==> config.mk <==
export PLATFORM = sky130hd
export DESIGN_NAME = digital_audio_transmitter_regs
export DESIGN_NICKNAME = d
export VERILOG_FILES = /design/src/rtl/dat_pkg.sv /design/src/rtl/dat_ctrl.sv /design/src/rtl/dat_datapath.sv /design/src/rtl/digital_audio_transmitter_regs.sv
export SDC_FILE = /design/constraint.sdc
export NUM_CORES = 2
export LEC_CHECK = 0
export BUFFER_PORTS_ARGS = -buffer_cell sky130_fd_sc_hd__buf_2
export CORE_MARGIN = 10
export CORE_UTILIZATION = 40
export CTS_CLUSTER_SIZE = 40
export DETAILED_ROUTE_END_ITERATION = 12
export PLACE_DENSITY = 0.67
export RECOVER_POWER = 25
export SYNTH_ARGS = -nofsm -noshare
export SYNTH_HDL_FRONTEND = slang
export SYNTH_SLANG_ARGS = --single-unit
==> constraint.sdc <==
create_clock -name aclk -period 19.8 [get_ports aclk]
set_input_delay 1.98 -clock aclk [delete_from_list [all_inputs] [get_ports aclk]]
set_output_delay 1.98 -clock aclk [all_outputs]
set_load 0.05 [all_outputs]
==> src/rtl/dat_pkg.sv <==
// shared types and constants for the digital audio transmitter register block
`timescale 1ns / 1ps
`default_nettype none
package dat_pkg;
    localparam logic [1:0] OP_READ  = 2'd0;
    localparam logic [1:0] OP_WRITE = 2'd1;
    localparam logic [1:0] OP_TICK  = 2'd2;

    localparam logic [2:0] REG_CTRL     = 3'd0;
    localparam logic [2:0] REG_STATUS   = 3'd1;
    localparam logic [2:0] REG_NONAUDIO = 3'd2;
    localparam logic [2:0] REG_DATA_A   = 3'd3;
    localparam logic [2:0] REG_DATA_B   = 3'd4;
    localparam logic [2:0] REG_PDATA    = 3'd5;
    localparam logic [2:0] REG_PDIR     = 3'd6;
    localparam logic [2:0] REG_PCTRL    = 3'd7;

    localparam logic [1:0] IRQ_UNDERRUN = 2'd0;
    localparam logic [1:0] IRQ_BLOCK    = 2'd1;
    localparam logic [1:0] IRQ_EMPTY    = 2'd2;

    localparam logic CFG_CORE = 1'b0;
    localparam logic CFG_ACI  = 1'b1;

    localparam logic [31:0] IDLE_CYCLES = 32'hFFFF_FFFF;

    // controller -> datapath commands
    typedef struct packed {
        logic do_step;   // apply the captured transaction
        logic div_start; // begin the core / rate division
        logic div_step;  // one iteration of the divider
        logic out_load;  // latch result into output registers
    } dat_cmd_t;

    // datapath -> controller status
    typedef struct packed {
        logic need_div;  // last step changed period inputs
        logic div_last;  // divider at its final bit
    } dat_sts_t;
endpackage
`default_nettype wire

==> src/rtl/dat_ctrl.sv <==
// controller state machine for the transmitter register block
`timescale 1ns / 1ps
`default_nettype none
module dat_ctrl
    import dat_pkg::*;
(
    input  wire logic     aclk,
    input  wire logic     aresetn,
    input  wire logic     s_valid,
    output logic          s_ready,
    input  wire logic     m_ready,
    output logic          m_valid,
    input  wire logic     cfg_valid,
    output logic          cfg_ready,
    input  dat_sts_t      sts,
    output dat_cmd_t      cmd
);
    localparam logic [2:0] ST_IDLE  = 3'd0;
    localparam logic [2:0] ST_STEP  = 3'd1;
    localparam logic [2:0] ST_OUT   = 3'd2;
    localparam logic [2:0] ST_DIV   = 3'd3;
    localparam logic [2:0] ST_LOAD  = 3'd4;

    logic [2:0] state_reg, state_next;
    logic       mv_reg, mv_next;
    logic       pend_reg, pend_next; // pending result from an item (vs config)

    // out register is free when empty or being taken
    logic out_free;
    assign out_free = !mv_reg || m_ready;

    assign s_ready   = (state_reg == ST_IDLE);
    assign cfg_ready = (state_reg == ST_IDLE) && !s_valid;
    assign m_valid   = mv_reg;

    always_comb begin
        state_next = state_reg;
        pend_next  = pend_reg;
        mv_next    = mv_reg && !m_ready;
        cmd        = '0;
        unique case (state_reg)
            ST_IDLE: begin
                if (s_valid && s_ready) begin
                    state_next = ST_STEP;
                    pend_next  = 1'b1;
                end else if (cfg_valid && cfg_ready) begin
                    state_next = ST_STEP;
                    pend_next  = 1'b0;
                end
            end
            ST_STEP: begin
                cmd.do_step = 1'b1;
                state_next  = ST_OUT;
            end
            ST_OUT: begin
                if (sts.need_div) begin
                    cmd.div_start = 1'b1;
                    state_next    = ST_DIV;
                end else if (!pend_reg) begin
                    state_next = ST_IDLE;
                end else if (out_free) begin
                    cmd.out_load = 1'b1;
                    mv_next      = 1'b1;
                    state_next   = ST_IDLE;
                end else begin
                    state_next = ST_LOAD;
                end
            end
            ST_DIV: begin
                cmd.div_step = 1'b1;
                if (sts.div_last) begin
                    if (!pend_reg) begin
                        state_next = ST_IDLE;
                    end else if (out_free) begin
                        cmd.out_load = 1'b1;
                        mv_next      = 1'b1;
                        state_next   = ST_IDLE;
                    end else begin
                        state_next = ST_LOAD;
                    end
                end
            end
            ST_LOAD: begin
                if (out_free) begin
                    cmd.out_load = 1'b1;
                    mv_next      = 1'b1;
                    state_next   = ST_IDLE;
                end
            end
            default: state_next = ST_IDLE;
        endcase
    end

    always_ff @(posedge aclk) begin
        if (!aresetn) begin
            state_reg <= ST_IDLE;
            mv_reg    <= 1'b0;
            pend_reg  <= 1'b0;
        end else begin
            state_reg <= state_next;
            mv_reg    <= mv_next;
            pend_reg  <= pend_next;
        end
    end
endmodule
`default_nettype wire

==> src/rtl/dat_datapath.sv <==
// register file, frame timer and period divider for the transmitter block
`timescale 1ns / 1ps
`default_nettype none
module dat_datapath
    import dat_pkg::*;
#(
    parameter int FRAMES_IN_BLOCK = 192
) (
    input  wire logic        aclk,
    input  wire logic        aresetn,
    input  wire logic        s_accept,
    input  wire logic [1:0]  s_operation,
    input  wire logic [2:0]  s_reg_index,
    input  wire logic [23:0] s_write_value,
    input  wire logic [15:0] s_elapsed_cycles,
    input  wire logic        cfg_accept,
    input  wire logic        cfg_index,
    input  wire logic        cfg_known,
    input  wire logic [31:0] cfg_data,
    input  dat_cmd_t         cmd,
    output dat_sts_t         sts,
    output logic [23:0]      m_read_value,
    output logic             m_frame_valid,
    output logic [23:0]      m_left_sample,
    output logic [23:0]      m_right_sample,
    output logic [23:0]      m_nonaudio_bits,
    output logic             m_retransmitted,
    output logic             m_irq_valid,
    output logic [1:0]       m_irq_kind,
    output logic [31:0]      m_cycles_to_next
);
    localparam logic [7:0] FRAMES = 8'(FRAMES_IN_BLOCK);

    // captured transaction
    logic        is_cfg_reg;
    logic        cfg_idx_reg, cfg_ok_reg;
    logic [31:0] cfg_val_reg;
    logic [1:0]  op_reg;
    logic [2:0]  idx_reg;
    logic [23:0] val_reg;
    logic [15:0] cyc_reg;

    always_ff @(posedge aclk) begin
        if (s_accept) begin
            is_cfg_reg <= 1'b0;
            op_reg     <= s_operation;
            idx_reg    <= s_reg_index;
            val_reg    <= s_write_value;
            cyc_reg    <= s_elapsed_cycles;
        end else if (cfg_accept) begin
            is_cfg_reg  <= 1'b1;
            cfg_idx_reg <= cfg_index;
            cfg_ok_reg  <= cfg_known;
            cfg_val_reg <= cfg_data;
        end
    end

    // architectural state
    logic [31:0] core_reg, aci_reg;
    logic [5:0]  ctrl_reg;
    logic [2:0]  stat_reg;
    logic [23:0] nona_reg, cha_reg, chb_reg;
    logic        bnext_reg, armed_reg, pins_reg;
    logic [7:0]  fnum_reg;
    logic [31:0] since_reg, period_reg;
    logic [1:0]  pdata_reg, pdir_reg, pctrl_reg;
    logic        needdiv_reg;

    // result computed by the step
    logic [23:0] r_read;
    logic        r_fv, r_retx, r_irq;
    logic [1:0]  r_kind;
    logic [31:0] r_ctn;

    // next-state of one step
    logic [31:0] core_n, aci_n, since_n;
    logic [5:0]  ctrl_n;
    logic [2:0]  stat_n;
    logic [23:0] nona_n, cha_n, chb_n;
    logic        bnext_n, armed_n, pins_n, needdiv_n;
    logic [7:0]  fnum_n;
    logic [1:0]  pdata_n, pdir_n, pctrl_n;
    logic [23:0] r_read_n;
    logic        r_fv_n, r_retx_n, r_irq_n;
    logic [1:0]  r_kind_n;
    logic [31:0] r_ctn_n;
    logic [32:0] sum;
    logic [31:0] acc;
    logic [31:0] rem;
    logic        on;
    logic [8:0]  fplus;

    always_comb begin
        core_n = core_reg; aci_n = aci_reg; since_n = since_reg;
        ctrl_n = ctrl_reg; stat_n = stat_reg; nona_n = nona_reg;
        cha_n = cha_reg; chb_n = chb_reg; bnext_n = bnext_reg;
        armed_n = armed_reg; pins_n = pins_reg; fnum_n = fnum_reg;
        pdata_n = pdata_reg; pdir_n = pdir_reg; pctrl_n = pctrl_reg;
        needdiv_n = 1'b0;
        r_read_n = '0; r_fv_n = 1'b0; r_retx_n = 1'b0; r_irq_n = 1'b0;
        r_kind_n = IRQ_UNDERRUN; r_ctn_n = '0;
        sum = '0; acc = '0; rem = '0; on = 1'b0; fplus = '0;
        if (is_cfg_reg) begin
            if (cfg_ok_reg) begin
                if (cfg_idx_reg == CFG_CORE) core_n = cfg_val_reg;
                else aci_n = cfg_val_reg;
                needdiv_n = 1'b1;
            end
        end else if (op_reg == OP_READ) begin
            unique case (idx_reg)
                REG_CTRL:   r_read_n = {18'd0, ctrl_reg};
                REG_STATUS: r_read_n = {21'd0, stat_reg};
                REG_PDATA:  r_read_n = {22'd0, pdata_reg};
                REG_PDIR:   r_read_n = {22'd0, pdir_reg};
                REG_PCTRL:  r_read_n = {22'd0, pctrl_reg};
                default:    r_read_n = '0;
            endcase
        end else if (op_reg == OP_WRITE) begin
            unique case (idx_reg)
                REG_CTRL: begin
                    ctrl_n    = val_reg[5:0];
                    needdiv_n = 1'b1;
                end
                REG_NONAUDIO: nona_n = val_reg;
                REG_DATA_A, REG_DATA_B: begin
                    if (bnext_reg) begin
                        chb_n   = val_reg;
                        armed_n = 1'b1;
                        stat_n  = 3'b000;
                    end else begin
                        cha_n = val_reg;
                    end
                    bnext_n = !bnext_reg;
                end
                REG_PDATA: pdata_n = val_reg[1:0];
                REG_PDIR:  pdir_n  = val_reg[1:0];
                REG_PCTRL: pctrl_n = val_reg[1:0];
                default: ;
            endcase
            on = |(pctrl_n & pdir_n);
            if (on != pins_reg) begin
                pins_n = on;
                if (!on) begin
                    ctrl_n = '0; stat_n = '0; cha_n = '0; chb_n = '0;
                    bnext_n = 1'b0; armed_n = 1'b0; fnum_n = '0; since_n = '0;
                    needdiv_n = 1'b1;
                end else begin
                    fnum_n = '0; since_n = '0;
                end
            end
        end else if (op_reg == OP_TICK) begin
            sum = {1'b0, since_reg} + {17'd0, cyc_reg};
            acc = sum[32] ? IDLE_CYCLES : sum[31:0];
            since_n = acc;
            if (!pins_reg || period_reg == '0) begin
                r_ctn_n = IDLE_CYCLES;
            end else if (acc < period_reg) begin
                r_ctn_n = period_reg - acc;
            end else begin
                rem     = acc - period_reg;
                since_n = (rem >= period_reg) ? '0 : rem;
                if (ctrl_reg[5]) begin
                    ctrl_n = {1'b0, ctrl_reg[4:0]};
                    fnum_n = '0;
                end
                r_fv_n = 1'b1;
                if (armed_reg) armed_n = 1'b0;
                else begin
                    stat_n[1] = 1'b1;
                    r_retx_n  = 1'b1;
                end
                stat_n[0] = 1'b1;
                fplus = {1'b0, fnum_n} + 9'd1;
                if (fplus >= {1'b0, FRAMES}) stat_n[2] = 1'b1;
                if (stat_n[1] && ctrl_n[1]) begin
                    r_irq_n = 1'b1; r_kind_n = IRQ_UNDERRUN;
                end else if (stat_n[2] && ctrl_n[2]) begin
                    r_irq_n = 1'b1; r_kind_n = IRQ_BLOCK;
                end else if (ctrl_n[0]) begin
                    r_irq_n = 1'b1; r_kind_n = IRQ_EMPTY;
                end
                fnum_n = (fplus[7:0] >= FRAMES) ? 8'd0 : fplus[7:0];
                r_ctn_n = period_reg;
            end
        end
    end

    // restoring divider for core / rate; the rate itself comes from shifts
    // and, for the 384 divisor, a multiply by the reciprocal of three
    logic [31:0] dvd_reg, dvs_reg, q_reg;
    logic [32:0] r_reg;
    logic [4:0]  cnt_reg;
    logic [1:0]  sel;
    logic [56:0] third;
    logic [31:0] rate;
    logic [32:0] rsh, rdiff;

    assign sel = ctrl_reg[4:3];
    // aci / 384 is (aci / 128) / 3
    assign third = {32'd0, aci_reg[31:7]} * {25'd0, 32'hAAAA_AAAB};
    always_comb begin
        unique case (sel)
            2'd0:    rate = {10'd0, core_reg[31:10]};
            2'd1:    rate = {8'd0, aci_reg[31:8]};
            2'd2:    rate = {8'd0, third[56:33]};
            default: rate = {9'd0, aci_reg[31:9]};
        endcase
        rsh   = {r_reg[31:0], dvd_reg[31]};
        rdiff = rsh - {1'b0, dvs_reg};
    end

    assign sts.need_div = needdiv_reg;
    assign sts.div_last = (cnt_reg == 5'd31);

    always_ff @(posedge aclk) begin
        if (cmd.div_start) begin
            dvd_reg <= core_reg;
            dvs_reg <= rate;
            r_reg   <= '0;
            cnt_reg <= '0;
        end else if (cmd.div_step) begin
            dvd_reg <= {dvd_reg[30:0], 1'b0};
            cnt_reg <= cnt_reg + 5'd1;
            if (!rdiff[32]) begin
                r_reg <= rdiff;
                q_reg <= {q_reg[30:0], 1'b1};
            end else begin
                r_reg <= rsh;
                q_reg <= {q_reg[30:0], 1'b0};
            end
        end
    end

    always_ff @(posedge aclk) begin
        if (!aresetn) begin
            core_reg <= '0; aci_reg <= '0; ctrl_reg <= '0; stat_reg <= '0;
            nona_reg <= '0; cha_reg <= '0; chb_reg <= '0; bnext_reg <= 1'b0;
            armed_reg <= 1'b0; pins_reg <= 1'b0; fnum_reg <= '0;
            since_reg <= '0; period_reg <= '0; pdata_reg <= '0;
            pdir_reg <= '0; pctrl_reg <= '0; needdiv_reg <= 1'b0;
        end else begin
            if (cmd.do_step) begin
                core_reg <= core_n; aci_reg <= aci_n; ctrl_reg <= ctrl_n;
                stat_reg <= stat_n; nona_reg <= nona_n; cha_reg <= cha_n;
                chb_reg <= chb_n; bnext_reg <= bnext_n; armed_reg <= armed_n;
                pins_reg <= pins_n; fnum_reg <= fnum_n; since_reg <= since_n;
                pdata_reg <= pdata_n; pdir_reg <= pdir_n; pctrl_reg <= pctrl_n;
                needdiv_reg <= needdiv_n;
            end
            // period lands with the last bit; zero rate gives zero period
            if (cmd.div_step && sts.div_last) begin
                period_reg <= (dvs_reg == '0) ? 32'd0
                            : {q_reg[30:0], !rdiff[32]};
            end
        end
    end

    // frame words are taken from the registers after the step (ticks never change them)
    logic [23:0] cha_reg_s, chb_reg_s;
    assign cha_reg_s = cha_reg;
    assign chb_reg_s = chb_reg;

    always_ff @(posedge aclk) begin
        if (cmd.do_step) begin
            r_read <= r_read_n; r_fv <= r_fv_n; r_retx <= r_retx_n;
            r_irq <= r_irq_n; r_kind <= r_kind_n; r_ctn <= r_ctn_n;
        end
        if (cmd.out_load) begin
            m_read_value     <= r_read;
            m_frame_valid    <= r_fv;
            m_left_sample    <= r_fv ? cha_reg_s : 24'd0;
            m_right_sample   <= r_fv ? chb_reg_s : 24'd0;
            m_nonaudio_bits  <= r_fv ? nona_reg : 24'd0;
            m_retransmitted  <= r_retx;
            m_irq_valid      <= r_irq;
            m_irq_kind       <= r_kind;
            m_cycles_to_next <= r_ctn;
        end
    end
endmodule
`default_nettype wire

==> src/rtl/digital_audio_transmitter_regs.sv <==
// top level of the digital audio transmitter register block
`timescale 1ns / 1ps
`default_nettype none
// Register model of an S/PDIF-style transmitter. Each input transaction is a
// bus read, a bus write or a time tick, and gives exactly one result
// transaction. A read, a tick or most writes pass through the step and output
// load states after acceptance, and the next transaction is taken once the
// block is back in idle. A control write, a port write that turns the
// transmitter off, or a clock configuration write also recomputes the frame
// period: the sample rate comes from shifts and a reciprocal multiply, then a
// restoring divider forms core/rate in 32 iterations, and an item's result
// is loaded after that. One transaction is in flight at a time; while a
// result waits on the output, the next transaction is still accepted and its
// result is held inside until the output register frees. Configuration
// writes are taken only when the block is idle.
module digital_audio_transmitter_regs
    import dat_pkg::*;
#(
    parameter int FRAMES_IN_BLOCK = 192
) (
    input  wire logic        aclk,
    input  wire logic        aresetn,
    // item channel
    input  wire logic        s_valid,
    output logic             s_ready,
    input  wire logic [1:0]  s_operation,
    input  wire logic [2:0]  s_reg_index,
    input  wire logic [23:0] s_write_value,
    input  wire logic [15:0] s_elapsed_cycles,
    // result channel
    output logic             m_valid,
    input  wire logic        m_ready,
    output logic [23:0]      m_read_value,
    output logic             m_frame_valid,
    output logic [23:0]      m_left_sample,
    output logic [23:0]      m_right_sample,
    output logic [23:0]      m_nonaudio_bits,
    output logic             m_retransmitted,
    output logic             m_irq_valid,
    output logic [1:0]       m_irq_kind,
    output logic [31:0]      m_cycles_to_next,
    // configuration write channel
    input  wire logic        cfg_valid,
    output logic             cfg_ready,
    input  wire logic [31:0] cfg_index,
    input  wire logic [31:0] cfg_data
);
    dat_cmd_t cmd;
    dat_sts_t sts;
    logic     s_accept, cfg_accept, cfg_known;

    assign s_accept   = s_valid && s_ready;
    assign cfg_accept = cfg_valid && cfg_ready;
    // only index 0 (core clock) and index 1 (ACI clock) exist; others are ignored
    assign cfg_known  = (cfg_index[31:1] == '0);

    dat_ctrl u_ctrl (
        .aclk, .aresetn, .s_valid, .s_ready, .m_ready, .m_valid,
        .cfg_valid, .cfg_ready, .sts, .cmd
    );

    dat_datapath #(.FRAMES_IN_BLOCK(FRAMES_IN_BLOCK)) u_dp (
        .aclk, .aresetn, .s_accept, .s_operation, .s_reg_index,
        .s_write_value, .s_elapsed_cycles, .cfg_accept,
        .cfg_index(cfg_index[0]), .cfg_known, .cfg_data, .cmd, .sts,
        .m_read_value, .m_frame_valid, .m_left_sample, .m_right_sample,
        .m_nonaudio_bits, .m_retransmitted, .m_irq_valid, .m_irq_kind,
        .m_cycles_to_next
    );
endmodule
`default_nettype wire

Word level (Yosys, flattened, before mapping)
Cells that the tools add are included.
{"block": "totals", "out_inout_bits": 136, "ff_bits": 638, "elab_cells": 268}
{"block": "op_classes", "magnitude_cmp": 4, "bitwise_logic": 7, "n_mul": 1, "add_sub_neg": 6, "n_reduce_logical": 48, "n_eq_ne": 23, "mux": 129}
{"op": "two-way mux 32 bit", "count": 13}
{"op": "two-way mux 24 bit", "count": 8}
{"op": "two-way mux 8 bit", "count": 13}
{"op": "two-way mux 6 bit", "count": 13}
{"op": "one-hot mux 24 bit (3 select lines)", "count": 1}
{"op": "logical NOT 32 bit", "count": 2}
{"op": "subtractor 32 bit", "count": 2}
{"op": "multiplier 25 x 32 -> 57 bit (second input constant)", "count": 1}
{"op": "two-way mux 1 bit", "count": 53}
{"op": "two-way mux 3 bit", "count": 15}
{"op": "adder 32 x 16 -> 33 bit", "count": 1}
{"op": "subtractor 33 x 32 -> 33 bit", "count": 1}
{"op": "greater-or-equal comparator 32 bit", "count": 1}
{"op": "less-than comparator 32 bit", "count": 1}
{"op": "logical NOT 31 bit", "count": 1}
{"op": "one-hot mux 6 bit (5 select lines)", "count": 1}
{"op": "AND reduction 5 bit", "count": 4}
{"op": "two-way mux 2 bit", "count": 9}
{"op": "== test 3 bit (second input constant)", "count": 5}
{"op": "one-hot mux 3 bit (5 select lines)", "count": 1}
{"op": "AND reduction 7 bit", "count": 2}
{"op": "== test 3 x 2 -> 1 bit (second input constant)", "count": 4}
{"op": "AND reduction 4 bit", "count": 3}
{"op": "adder 8 x 1 -> 9 bit (second input constant)", "count": 1}
{"op": "other kinds (30)", "count": 62}

Depth between registers and ports, before layout
{"block": "depth", "word_depth": 22, "ltp_mapped": 35}

Hierarchy
A second synthesis with hierarchy kept.
{"block": "unflattened", "cells_unflattened": 3744, "hier_area_um2": 37858.8}
{"mod": "dat_datapath", "instances": 1, "seq_area_each_um2": 14894.3, "area_per_inst_um2": 37470.9, "cells_per_inst": 3697}
{"mod": "dat_ctrl", "instances": 1, "seq_area_each_um2": 100.1, "area_per_inst_um2": 304.0, "cells_per_inst": 34}
{"mod": "digital_audio_transmitter_regs", "instances": 1, "seq_area_each_um2": 0.0, "area_per_inst_um2": 83.8, "cells_per_inst": 13}

Worst setup path after synthesis
OpenSTA, ideal clock, no wires.
{"block": "synth_timing", "path_type": "in2reg", "start": "input port m_ready", "end": "register u_dp.m_cycles_to_next[0] (enable)", "arrival_ns": 6.809, "setup_time_ns": 0.591, "n_path_buf": 0, "setup_slack_ns": 12.400, "cell_stages": 2, "path_cell_list": "nor2b_1 nor2_1"}
{"element": "start, declared", "line_no": "digital_audio_transmitter_regs.sv:32", "text": "input wire logic m_ready,"}
{"element": "end signal, assigned", "line_no": "dat_datapath.sv:277", "text": "m_cycles_to_next <= r_ctn;"}
{"element": "end, declared", "line_no": "dat_datapath.sv:30", "text": "output logic [31:0] m_cycles_to_next"}

Worst setup path in the final report
{"block": "layout_timing", "start": "register u_dp.since_reg[0]", "end": "register u_dp.since_reg[20]"}
{"block": "layout_between", "elab_chain_cells": 9, "elab_cells_between_ends": 10}
{"element": "start, declared", "line_no": "dat_datapath.sv:65", "text": "logic [31:0] since_reg, period_reg;"}
{"element": "start signal, assigned", "line_no": "dat_datapath.sv:246", "text": "pins_reg <= pins_n; fnum_reg <= fnum_n; since_reg <= since_n;"}
{"element": "adder 32 x 16 -> 33 bit *", "line_no": "dat_datapath.sv:152", "text": "sum = {1'b0, since_reg} + {17'd0, cyc_reg};"}
{"element": "two-way mux 32 bit *", "line_no": "dat_datapath.sv:153", "text": "acc = sum[32] ? IDLE_CYCLES : sum[31:0];"}
{"element": "subtractor 32 bit", "line_no": "dat_datapath.sv:160", "text": "rem = acc - period_reg;"}
{"element": "greater-or-equal comparator 32 bit", "line_no": "dat_datapath.sv:161", "text": "since_n = (rem >= period_reg) ? '0 : rem;"}
{"element": "two-way mux 32 bit", "line_no": "dat_datapath.sv:161"}
{"element": "two-way mux 32 bit", "line_no": "dat_datapath.sv:157", "text": "end else if (acc < period_reg) begin"}
{"element": "two-way mux 32 bit *", "line_no": "dat_datapath.sv:155", "text": "if (!pins_reg || period_reg == '0) begin"}
{"element": "two-way mux 32 bit *", "line_no": "dat_datapath.sv:151", "text": "end else if (op_reg == OP_TICK) begin"}
{"element": "two-way mux 32 bit *", "line_no": "dat_datapath.sv:118", "text": "end else if (op_reg == OP_WRITE) begin"}
Mark *: on every way between the ends. The rest lies on a longest branch, timed or not. The select of a mux whose other input is x is not followed.
A chain may end at the register's enable or synchronous reset.

==> run_results.csv <==
group,metric,value,unit
cts,post_cts_buffers,0,
power,vdd_drop_max,0.06884,mV
detailed_routing,via_per_inst,5.254,
sta,fin_crit,7.677,ns
sta,worstMarginPinSlew,2.709,ns
synth,ys_ff_latch,587,
synth,syn_avg_cell_area,10.01,sq um
cells_and_area,layout.cells.non_filler,5236,
detailed_routing,wl,94510,um
sta,setup_slack,12.12,ns
sta,hold_violations,0,
sta,finClkSkew,0.02340,ns
global_routing,grt_pass1_wl,150500,um
floorplanning,coreArea,93470,sq um
cts,root_buffer,"clkbuf_16",
worst_setup_path,cpMostUsedCell,"a21oi_1",
synth,yosysSeqAreaShare,0.3977,
floorplanning,ioPinCount,250,
sta,fmax,0.1303,GHz
sta,timing.final.crit_share,0.3877,
worst_setup_path,worst_ep_required_time,20.34,ns
floorplanning,fp.dieW,327.0,um
worst_setup_path,crit_type,"flop to flop",
global_routing,grt_max_degree,100,
sta,rsz0062_at_grt,"false",
detailed_routing,drc,0,
worst_setup_path,critPathMaxFanout,24,
cts,cts_resized,0,
floorplanning,start_util,0.4034,
global_routing,grt_use_total,0.1710,
worst_setup_path,worstPathArrival,8.21,ns
run_status,status,"complete, but fails checks",
detailed_routing,route.detailed.wl_per_inst,18.05,um
detailed_routing,first_pass_iters,7,
detailed_routing,route.vias.total,27510,
worst_setup_path,cp_slowest_cell,"nor2_2",
cts,clock_sinks,587,
sta,tns,0,ns
run_status,violations,"capacitance limit, slew limit",
cts,ctsHoldBuffers,0,
job,drv_cap,2,
cts,htreeDepth,2,
worst_setup_path,endpoint_kind,"flop",
hold_path,hold_class,"flop to flop",
synth,synth_edf_count,324,
power,power.density,76.43,nW/um^2
cts,clock_tree.buffer_depth,3,
synth,ys_warn_count,0,
placement,place.port_buffers,231,
global_routing,first_global_vias,27199,
cts,path_clk_slew,0.06,ns
cells_and_area,drive_above_1_share,0.1020,
placement,gp_congestion,0.9118,
sta,relSlewSlack,-0.8060,
cells_and_area,syn_to_final_growth,11.20,%
cts,cts_buffers,59,
global_routing,grt.overflow.total,0,
floorplanning,die_h,327.0,um
cells_and_area,final_common_cell,"nand2_1",
cts,cts_tree,"yes",
detailed_routing,drt.antenna.violating_nets,0,
cells_and_area,post-route-util,0.4486,
cells_and_area,fill_cells,8844,
global_routing,antenna_found_initial,6,
synth,ys_async_sr_fraction,0,
synth,ys_types,98,
floorplanning,dieArea,106900,sq um
synth,synth_cells,3767,
worst_setup_path,cp-start-kind,"flop",
detailed_routing,drt-initial-drc-count,1885,
synth,netlist_area,37700,sq um
cells_and_area,finalNetCount,4582,
placement,dpl.cell_count,5124,
worst_setup_path,crit_path_max_incr_delay,0.65,ns
sta,slew_violations,121,
sta,whs,0.4170,ns
placement,pre_cts_slack,12.15,ns
placement,place_hpwl,72650,um
cells_and_area,layout_common_cells,"nand2_1, inv_1, ha_1",
floorplanning,fp-row-count,112,
sta,setup_viol,0,
power,leakage,18.55,nW
cts,insertion_delay,0.64,ns
synth,synthFlopType,"edfxtp_1",
==> metal layers <==
metal / up-vias / part of all wire / GRT usage
li1: 13449 / - / -
met3: 138 / 0.055 / 0.02338
met5: - / 0.00049 / 0
met2: 744 / 0.48 / 0.2881
met4: 6 / 0.028 / 0.05022
met1: 13173 / 0.44 / 0.2271
==> power breakdown <==
part / internal (mW) / leakage (nW) / total [mW] / switching, mW
Sequential: 1.36 / 5.20 / 1.42 / 0.0567
Clock: 0.677 / 0.991 / 1.17 / 0.490
Combinational: 0.245 / 12.4 / 0.621 / 0.377
Total: 2.28 / 18.6 / 3.20 / 0.923
==> stage by stage <==
step           cell area [sq um]  total power [mW]
2_1_floorplan              37770             1.916
3_3_place_gp               39910             2.048
3_5_place_dp               39910             2.058
4_1_cts                    41960             3.232
5_1_grt                    41930             3.361
6_report                   41930             3.205
==> critical path, delay by kind of cell, from the launching register on <==
kind | cells | cell delay [ns]
AO/OA/AOI/OAI | 18 | 4.07
AND/OR/NAND/NOR | 5 | 1.41
flip-flops | 1 | 0.33
buffers and inverters | 2 | 0.29
XOR/XNOR | 1 | 0.20
adder cells (fa/ha/maj) | 4 | 1.28
==> Yosys cell counts (all sizes together), types with 7 or more instances <==
cell type / number / area [sq um]
nand2: 459 / 1728
inv: 402 / 1509
ha: 348 / 4354
edfxtp: 324 / 9729
a21oi: 300 / 1524
dfxtp: 263 / 5265
nor2: 219 / 827.0
fa: 189 / 3784
o21ai: 146 / 745.7
clkbuf: 117 / 473.0
a22oi: 101 / 758.2
a21o: 84 / 638.1
and2: 83 / 519.3
xnor2: 68 / 595.6
xor2: 57 / 499.2
buf: 52 / 334.1
nand3: 45 / 230.2
nor3: 37 / 190.2
mux2i: 36 / 360.4
nand4: 36 / 225.2
nor2b: 33 / 206.5
and3: 32 / 202.7
nor4: 32 / 200.2
a31oi: 28 / 211.5
o21a: 28 / 210.2
mux4: 20 / 450.4
nand2b: 19 / 118.9
o21bai: 15 / 112.6
a221o: 14 / 140.1
o211ai: 13 / 97.59
or3: 12 / 75.07
a32oi: 11 / 96.34
a211oi: 10 / 75.07
a221oi: 8 / 76.32
o31ai: 8 / 60.06
a22o: 7 / 61.31
and4: 7 / 61.31
nor3b: 7 / 52.55
==> cell type report <==
cell class / instances / area (sq um) / area share
antenna: 1 / 2.502 / 0.00005968
clock buffer: 73 / 1580 / 0.03769
clock inverter: 38 / 473.0 / 0.01128
inverter: 403 / 1518 / 0.03620
multi-input combinational: 2625 / 20490 / 0.4887
sequential: 587 / 15000 / 0.3577
tap: 1254 / 1569 / 0.03742
timing repair buffer: 255 / 1299 / 0.03098
==> final timing paths <==
kind / startpoint / to / slack, ns / cells after the start
worst max-delay path: u_dp.since_reg[0] / u_dp.since_reg[20] / 12.12 / 30
worst min-delay path: u_dp.r_ctn[24] / u_dp.m_cycles_to_next[24] / 0.42 / 0
worst max register to register: u_dp.since_reg[0] / u_dp.since_reg[20] / 12.12 / 30
worst min register to register: u_dp.r_ctn[24] / u_dp.m_cycles_to_next[24] / 0.42 / 0
==> cells by family after synthesis <==
family,synth area share
and+or+nand+nor,0.1291
AOI/OAI and AO/OA,0.1443
DFF,0.3977
adders and majority gates,0.2158
other,0.00009946
xor gates and xnor gates,0.02904
muxes,0.02240
buffers and inverters,0.06153
No activity file was read; power rests on OpenSTA's default activity.
